## src/rtl/sct_div.sv

```systemverilog
module sct_div #(
  parameter int DW = 58,
  parameter int VW = 36,
  parameter int QW = 24
) (
  input  logic          clk,
  input  logic          rst_n,
  input  logic          start,
  input  logic [DW-1:0] dividend,
  input  logic [VW-1:0] divisor,
  output logic          done,
  output logic [QW-1:0] quotient
);

  localparam int CNW = $clog2(QW + 1);

  // restoring divide, one quotient bit per cycle; needs dividend < divisor << QW
  logic [VW-1:0]  rem_r, rem_nxt;
  logic [VW-1:0]  div_r, div_nxt;
  logic [QW-1:0]  lo_r, lo_nxt;
  logic [CNW-1:0] cnt_r, cnt_nxt;
  logic           busy_r, busy_nxt;
  logic           done_r, done_nxt;
  logic [VW:0]    trial;

  always_comb begin
    rem_nxt  = rem_r;
    div_nxt  = div_r;
    lo_nxt   = lo_r;
    cnt_nxt  = cnt_r;
    busy_nxt = busy_r;
    done_nxt = 1'b0;
    trial    = {rem_r, lo_r[QW-1]};
    if (start) begin
      rem_nxt  = VW'(dividend >> QW);
      lo_nxt   = dividend[QW-1:0];
      div_nxt  = divisor;
      cnt_nxt  = CNW'(QW);
      busy_nxt = 1'b1;
    end else if (busy_r) begin
      if (trial >= {1'b0, div_r}) begin
        rem_nxt = VW'(trial - {1'b0, div_r});
        lo_nxt  = {lo_r[QW-2:0], 1'b1};
      end else begin
        rem_nxt = trial[VW-1:0];
        lo_nxt  = {lo_r[QW-2:0], 1'b0};
      end
      cnt_nxt = cnt_r - 1'b1;
      if (cnt_r == CNW'(1)) begin
        busy_nxt = 1'b0;
        done_nxt = 1'b1;
      end
    end
  end

  always_ff @(posedge clk) begin
    if (!rst_n) begin
      busy_r <= 1'b0;
      done_r <= 1'b0;
      cnt_r  <= '0;
    end else begin
      busy_r <= busy_nxt;
      done_r <= done_nxt;
      cnt_r  <= cnt_nxt;
    end
    rem_r <= rem_nxt;
    div_r <= div_nxt;
    lo_r  <= lo_nxt;
  end

  assign done     = done_r;
  assign quotient = lo_r;

endmodule

```

## config.mk

```make
export PLATFORM = sky130hd
export DESIGN_NAME = sct_div
export DESIGN_NICKNAME = d
export VERILOG_FILES = /design/src/rtl/sct_div.sv
export SDC_FILE = /design/constraint.sdc
export NUM_CORES = 1
export LEC_CHECK = 0
export ABC_AREA = 1
export BUFFER_PORTS_ARGS = -buffer_cell sky130_fd_sc_hd__buf_2
export CORE_MARGIN = 5
export CORE_UTILIZATION = 40
export DETAILED_ROUTE_END_ITERATION = 10
export GPL_TIMING_DRIVEN = 1
export PLACE_DENSITY = 0.71
export SYNTH_ARGS = -nofsm -noshare
export SYNTH_HDL_FRONTEND = slang
export SYNTH_SLANG_ARGS = --single-unit
```

## constraint.sdc

```tcl
create_clock -name clk -period 3 [get_ports clk]
set_input_delay 0.6 -clock clk [delete_from_list [all_inputs] [get_ports clk]]
set_output_delay 0.6 -clock clk [all_outputs]
set_load 0.02 [all_outputs]
```

==> results of run 1 <==
-- metrics by stage --
stage / power [mW] / hold slack [ns] / area [sq um]
2_1_floorplan: 3.745 / 0.4391 / 7395
3_3_place_gp: 4.314 / 0.4546 / 8205
3_5_place_dp: 4.332 / 0.4616 / 8205
4_1_cts: 5.653 / 0.3854 / 8528
5_1_grt: 6.065 / 0.3867 / 8537
6_report: 5.639 / 0.3965 / 8537
-- cells in the final DEF, fill, tap and decap left out, types with 7 or more instances in the layout --
cell       instances
nand2_1          432
inv_1            156
buf_2            120
edfxtp_1          94
nand3_1           71
nor2_1            58
nand3b_1          40
ha_1              38
a21oi_1           24
xnor2_1           17
inv_2              9
dfxtp_1            9
clkbuf_16          9
o21ai_0            7
nand4_1            7
-- cells in the mapped netlist (3+ instances only) --
cell type,number,share of area [%]
a31oi_1,3,0.25
inv_1,157,8.0
buf_6,4,0.61
nand3b_1,40,4.1
edfxtp_1,94,38
ha_1,38,6.4
a21o_1,5,0.51
a21oi_1,24,1.6
nor2_2,5,0.42
nor3_1,6,0.41
nand2_4,4,0.61
buf_2,6,0.41
nand2_1,432,22
dfxtp_1,9,2.4
nor2_1,58,2.9
inv_2,8,0.41
buf_4,5,0.51
nand3_1,71,4.8
nand4_1,7,0.59
o21ai_0,7,0.47
xnor2_1,17,2.0
clkbuf_1,9,0.46
-- power breakdown --
part	switching (mW)	internal, mW
clock	0.633	0.678
combinational	1.56	0.865
sequential	0.0934	1.81
total	2.28	3.36
-- routing by layer --
layer	up-vias	track usage, %	share of wire, %
met5	-	0	0.071
met4	4	4.511	1.4
met3	26	4.858	6.1
met2	154	30.66	45
met1	2972	24.36	48
li1	3454	-	-
-- kinds of logic after synthesis --
| group | count (synthesis) | share of synthesized area [%] |
|---|---|---|
| AND/OR/NAND/NOR | 631 | 36.72 |
| XOR/XNOR | 19 | 2.250 |
| adder cells (fa/ha/maj) | 39 | 6.701 |
| flip-flops | 103 | 40.61 |
| buffers and inverters | 189 | 10.36 |
| AO/OA/AOI/OAI | 44 | 3.367 |
-- worst paths after layout --
| path | start | to | slack, ns | depth (start not counted) |
|---|---|---|---|---|
| worst max register to register | rem_r[27] | rem_r[29] | 0.31 | 12 |
| worst min-delay path | divisor[27] | div_r[27] | 0.40 | 1 |
| worst max-delay path | rem_r[27] | rem_r[29] | 0.31 | 12 |
| worst min register to register | rem_r[34] | rem_r[34] | 0.48 | 2 |
-- cell type report --
cell class | instances | share of cell area (%)
Clock buffer | 9 | 2.638
Sequential cell | 103 | 35.18
Multi-Input combinational cell | 733 | 42.58
Timing Repair Buffer | 126 | 7.856
Clock inverter | 7 | 1.143
Tap cell | 229 | 3.356
Inverter | 165 | 7.255
-- registers in the layout, summed over array words and instances, names as in the netlist --
register  flops
busy_r        1
cnt_r         5
div_r        36
done          1
quotient     24
rem_r        36
-- timing repair --
item	CTS	global route
resized for setup	0	1
buffers inserted	0	0
endpoints found under the setup margin	0	1
==> metrics.txt, run 1 <==
CP delay by family, top simple AND/OR/NAND/NOR gates; remaining antenna violation count after routing 0; Yosys reg bits 103; Fin Clk Skew 0.01939 ns; Max VDD drop 0.2973 mV; Tmin final 2.695 ns; Diodes inserted 0; worst slew pin tran 0.7645 ns; Fin. Hold Viols 0; status finished, final reports clean; CTS tree yes; DR iter-0 viols 405; Global Route Usage Sum 18.55%; Max transition margin 49.03%; worst-skew pair later-pin latency 0.37 ns; Critical Path AT 2.81 ns; final setup fails 0; row cnt 49; filler instances 1860; largest net degree at the start of global routing 75; sequential fraction of the synthesis area 40.61%; Worst-path clk slew 0.09 ns; Netlist cell types 36; vias in the first global route 6599; DR vias 6610; Post-synth ARST share 0%; Final Core Density 47.20%; Critical-path top delay cell edfxtp_1; YS warnings 0; drc violations 0; Vias/cell 4.818; Port Buf Inserts 121; storage element area 0.003003 sq mm; dpl hpwl 15120 um; die height 146.0 um; GPL Wtd Cong 1.023; Post-synth top flop edfxtp_1; Initial Util 40.89%; cell breakdown of the critical path ha_1, a21oi_1, nand2_1, inv_1, nand2_1, a21oi_1, nand2_4, nand2_4, buf_4, nand3b_1, nand3_1, nand2_1; Hold WC Path Type primary input to flop; final net count 1274; Detailed Route WL 19700 um; Pre-antenna DRT Iters 5; # H-tree levels 3; full die area 0.02131 sq mm; Final TNS setup 0 ns; gr ovfl total 0; max_cap viols 0; fin cells 1372; RSZ-0062 raised after global routing no; critical path type flop to flop; CTS max path bufs 2; Leak 4.539 nW; area of the multi-input gates 0.003635 sq mm; DR WL/cell 14.36 um; Synthesized Nets 1161; Slew Limit Fails 0; die width 146.0 um; share of cells above drive strength 1 14.52%; root buffer cell clkbuf_16; CP required 3.12 ns; Final period util 89.82%; mean area per synthesized cell 7.214 sq um; cell area after synthesis 0.007395 sq mm; Worst Path Buf+Inv 2; global-route wire length before repair 32280 um; achievable frequency 0.3711 GHz; crit-path most repeated cell nand2_1; Post-Syn Instances 1025; area grow syn2layout 15.45%; core area 0.01809 sq mm; # IOs 122; max incr delay on CP 0.39 ns; Post-synth EDFFs 94; Hold Buf Count CTS 0; crit start category flop; number of antenna violations at the first check in global routing 2; Sinks on Clock Net 103; Pwr Density 660.5 mW/mm^2; Num CTS Buffers 9; worst setup slack after layout 0.3054 ns; Setup crit end kind flop; worst-path fanout max 21; Placed Cells 1356; worst slack, placed 0.2511 ns
No activity file was read; power rests on OpenSTA's default activity.
==> inputs of run 2 (changes only) <==
- PLACE_DENSITY: 0.71 -> default
==> metrics.txt, run 2 (same netlist as run 1, synthesis figures left out) <==
DR iter-0 viols 385 (-4.9%); final net count 1282 (+0.63%); worst slew pin tran 0.6646 ns (-0.09991 ns); Final TNS setup 0 ns (unchanged); CTS max path bufs 2 (unchanged); Initial Util 40.89% (unchanged); full die area 0.02131 sq mm (unchanged); cts repair resizes 0 (unchanged); Hold Buf Count CTS 0 (unchanged); root buffer cell clkbuf_16; Critical Path AT 2.69 ns (-0.12 ns); Sinks on Clock Net 103 (unchanged); Max transition margin 55.69% (+6.7 points); CP required 3.13 ns (about the same); Final Core Density 47.48% (+0.28 points); number of antenna violations at the first check in global routing 1 (-1); Detailed Route WL 19700 um (about the same); drc violations 0 (unchanged); Slew Limit Fails 0 (unchanged); Final period util 85.51% (-4.3 points); area grow syn2layout 16.13%; largest net degree at the start of global routing 63 (-16%); Port Buf Inserts 121 (unchanged); DR vias 6625 (+0.23%); Fin Clk Skew 0.01761 ns (-0.001778 ns); Tmin final 2.565 ns (-0.1294 ns); Diodes inserted 0 (unchanged); worst-skew pair later-pin latency 0.37 ns (about the same); share of cells above drive strength 1 15.12% (+0.59 points); Global Route Usage Sum 18.70% (+0.15 points); Hold WC Path Type primary input to flop; Fin. Hold Viols 0 (unchanged); hold slack 0.3989 ns (+0.002335 ns); # H-tree levels 3 (unchanged); achievable frequency 0.3898 GHz (+5.0%); remaining antenna violation count after routing 0 (unchanged); Pwr Density 653.7 mW/mm^2 (-1.0%); Post CTS Setup Buffer Count 0 (unchanged); core area 0.01809 sq mm (unchanged); DR WL/cell 14.28 um (-0.56%); most common cell after layout, fill and taps aside nand2_1; # IOs 122 (unchanged); Setup crit end kind flop; global-route wire length before repair 32740 um (+1.4%); Leak 4.571 nW (+0.72%); critical path type flop to flop; commonest non-fill, non-tap cells in the layout nand2_1, inv_1, buf_2; Pre-antenna DRT Iters 5 (unchanged); dpl hpwl 15630 um (+3.4%); filler instances 1864 (+0.22%); Max VDD drop 0.3509 mV (+18%); status finished, final reports clean; gr ovfl total 0 (unchanged); Num CTS Buffers 9 (unchanged); row cnt 49 (unchanged); CTS tree yes; final setup fails 0 (unchanged); die height 146.0 um (unchanged); RSZ-0062 raised after global routing no; GPL Wtd Cong 0.9212 (-10%); max_cap viols 0 (unchanged); worst-path fanout max 4 (-81%); Worst-path clk slew 0.09 ns (about the same); crit start category flop; die width 146.0 um (unchanged); vias in the first global route 6688 (+1.3%); Vias/cell 4.801 (-0.35%)
## run 2: critical path: stages, from the launching register on
cell and delay [ns]:
edfxtp_1 0.35, inv_1 0.06, ha_1 0.22, fa_1 0.41, inv_1 0.13, nand3_1 0.08, nand3_1 0.10, nand2_1 0.06
nand2_1 0.14, nand2_1 0.07, nand2_1 0.21, nand2_1 0.15, nand2_1 0.09, nand2_1 0.04, nand2_1 0.05, nand2_1 0.04
nand3_1 0.06, nand2_1 0.06
## run 2: power by group
part | internal (mW) | total (mW) | switching, mW
clock network | 0.599 | 1.23 | 0.628
logic | 0.912 | 2.48 | 1.57
registers | 1.81 | 1.91 | 0.0935
## run 2: area by class of cell
| class | count | area [sq um] | area share [%] |
|---|---|---|---|
| Clock inverter | 7 | 83.83 | 0.9762 |
| Timing Repair Buffer | 134 | 743.2 | 8.655 |
| Sequential cell | 103 | 3003 | 34.97 |
| Multi-Input combinational cell | 733 | 3626 | 42.23 |
| Tap cell | 229 | 286.5 | 3.337 |
| Clock buffer | 9 | 225.2 | 2.623 |
| Inverter | 165 | 619.3 | 7.213 |
## run 2: metrics by stage
stage | instance area, sq um | power, mW | worst slack [ns] | instances
after global placement | 8278 | 4.403 | 0.4434 | 1364
after global routing | 8587 | 6.067 | 0.1605 | 1380
after floorplan | 7395 | 3.745 | 0.5310 | 1025
after detailed placement | 8278 | 4.413 | 0.4463 | 1364
final | 8587 | 5.613 | 0.4348 | 1380
after CTS | 8587 | 5.664 | 0.4242 | 1380
## run 2: final timing paths
| kind | startpoint | endpoint | slack [ns] | cells past startpoint |
|---|---|---|---|---|
| max reg2reg | quotient[23] | rem_r[32] | 0.43 | 17 |
| min | divisor[27] | div_r[27] | 0.40 | 1 |
| min reg2reg | cnt_r[4] | cnt_r[4] | 0.47 | 2 |
| max | quotient[23] | rem_r[32] | 0.43 | 17 |
## run 2: layer usage
layer	global-route usage, %	routed length, um	vias up
li1	-	-	3474
met1	25.14	9515	2974
met2	31.26	9042	155
met3	4.017	936	20
met4	3.751	202	2
met5	0	7	-
==> inputs of run 3 (changes only) <==
- CTS_CLUSTER_SIZE: default -> 40
- clock period: 3 -> 2.65 ns (I/O delays scaled with it)
==> metrics.txt, run 3 (same netlist as run 1, synthesis figures left out) <==
status finished, final reports clean; worst-path fanout max 4 (unchanged); remaining antenna violation count after routing 0 (unchanged); crit start category flop; Tmin final 2.512 ns (-0.05297 ns); Port Buf Inserts 121 (unchanged); gr ovfl total 0 (unchanged); Worst Reg-to-Reg Cells 14 (-3); Num CTS Buffers 9 (unchanged); die height 146.0 um (unchanged); achievable frequency 0.3981 GHz (+2.1%); share of cells above drive strength 1 15.98% (+0.86 points); CP required 2.78 ns (-0.35 ns); area grow syn2layout 17.43%; CTS tree yes; Max VDD drop 0.3610 mV (+2.9%); Pre-antenna DRT Iters 6 (+1); DR top layer met5; R2R setup slack 0.14 ns (-0.30 ns); Diodes inserted 0 (unchanged); area of the multi-input gates 0.003637 sq mm (+0.31%); Final period util 94.80% (+9.3 points); final setup fails 0 (unchanged); Global Route Usage Sum 19.20% (+0.50 points); # H-tree levels 3 (unchanged); root buffer cell clkbuf_16; filler instances 1853 (-0.59%); Slew Limit Fails 0 (unchanged); largest net degree at the start of global routing 42 (-33%); worst-skew pair later-pin latency 0.37 ns (about the same); Setup crit end kind flop; commonest non-fill, non-tap cells in the layout nand2_1, inv_1, buf_2; # IOs 122 (unchanged); Fin Clk Skew 0.01591 ns (-0.001704 ns); Vias/cell 4.808 (+0.16%); CP endpoint rem_r[30]; FF-to-FF Start rem_r[9]; RSZ-0062 raised after global routing no; Pwr Density 743.5 mW/mm^2 (+14%); crit path launch rem_r[9]; CTS max path bufs 2 (unchanged); Hold WC Path Type primary input to flop; DR iter-0 viols 406 (+5.5%); Final TNS setup 0 ns (unchanged); core area 0.01809 sq mm (unchanged); number of antenna violations at the first check in global routing 1 (unchanged); storage element area 0.003003 sq mm (unchanged); Fin. Hold Viols 0 (unchanged); critical path type flop to flop; global-route wire length before repair 33330 um (+1.8%); WL met3 1302 um (+39%); dpl hpwl 15830 um (+1.3%); Final Core Density 48.01% (+0.53 points); Worst-path clk slew 0.09 ns (about the same); Met1 Wirelength 9364 um (-1.6%); final net count 1289 (+0.55%); Leak 4.625 nW (+1.2%); Reg-to-Reg End rem_r[30]; met2 routed WL 9301 um (+2.9%); Pwr Total 6.456 mW (+15%); full die area 0.02131 sq mm (unchanged); max_cap viols 0 (unchanged); Max transition margin 64.57% (+8.9 points); Critical Path AT 2.64 ns (-0.05 ns); worst slew pin tran 0.5307 ns (-0.1339 ns); row cnt 49 (unchanged); Sinks on Clock Net 103 (unchanged); vias in the first global route 6618 (-1.0%); DR WL/cell 14.59 um (+2.2%); Detailed Route WL 20240 um (+2.7%); GPL Wtd Cong 0.9449 (+2.6%); most common cell after layout, fill and taps aside nand2_1; Post CTS Setup Buffer Count 0 (unchanged); Initial Util 40.89% (unchanged); die width 146.0 um (unchanged); DR vias 6669 (+0.66%); drc violations 0 (unchanged)
## run 3: area by class of cell
class                   count  area share [%]
well taps                 229           3.300
repair buffers            141           9.597
clock inverters             7          0.9078
clock buffers               9           2.594
inverters                 165           7.133
multi-input cells         733           41.89
flip-flops and latches    103           34.58
## run 3: stage by stage
step           cells  cell area, sq um  hold slack, ns  setup WS, ns
2_1_floorplan   1025              7395          0.4391        0.2510
6_report        1387              8683          0.3321        0.1378
4_1_cts         1387              8672          0.3252       0.07637
5_1_grt         1387              8683          0.3184       0.01841
3_3_place_gp    1371              8368          0.4563        0.1958
3_5_place_dp    1371              8368          0.4645       0.09123
## run 3: where the power goes
group	internal, mW	total [mW]	switching [mW]	leakage [nW]
registers	2.05	2.16	0.105	1.02
clock network	0.677	1.39	0.714	0.150
logic	1.09	2.91	1.81	3.46
total	3.82	6.46	2.63	4.63
## run 3: how the worst min path moves through the flow
stage,cells past startpoint,slack (ns),endpoint,startpoint
floorplan,2,0.44,rem_r[35],rem_r[35]
global placement,2,0.46,rem_r[35],rem_r[35]
detailed placement,2,0.46,rem_r[35],rem_r[35]
CTS,1,0.33,div_r[12],divisor[12]
global route,1,0.32,div_r[31],divisor[31]
finish,1,0.33,div_r[0],divisor[0]
## run 3: critical path, stage by stage (launching register included)
cell	delay (ns)
edfxtp_1	0.41
ha_1	0.37
nand2_1	0.15
nor2_1	0.24
inv_1	0.09
nor3_1	0.26
nand2_1	0.08
nand2_1	0.16
nand2_1	0.14
nand2_1	0.09
nand2_1	0.05
nand2_1	0.09
nand2_1	0.05
nand3_1	0.06
nand2_1	0.05
## run 3: per-layer routing
layer,vias up,track usage (%)
met5,-,0
met4,2,4.084
met3,20,4.329
met2,179,31.94
met1,2984,25.73
li1,3484,-
## run 3: timing repair
action | CTS | global route
gates resized for setup | 0 | 4
endpoints found under the setup margin | 0 | 6
hold buffers | 0 | 0
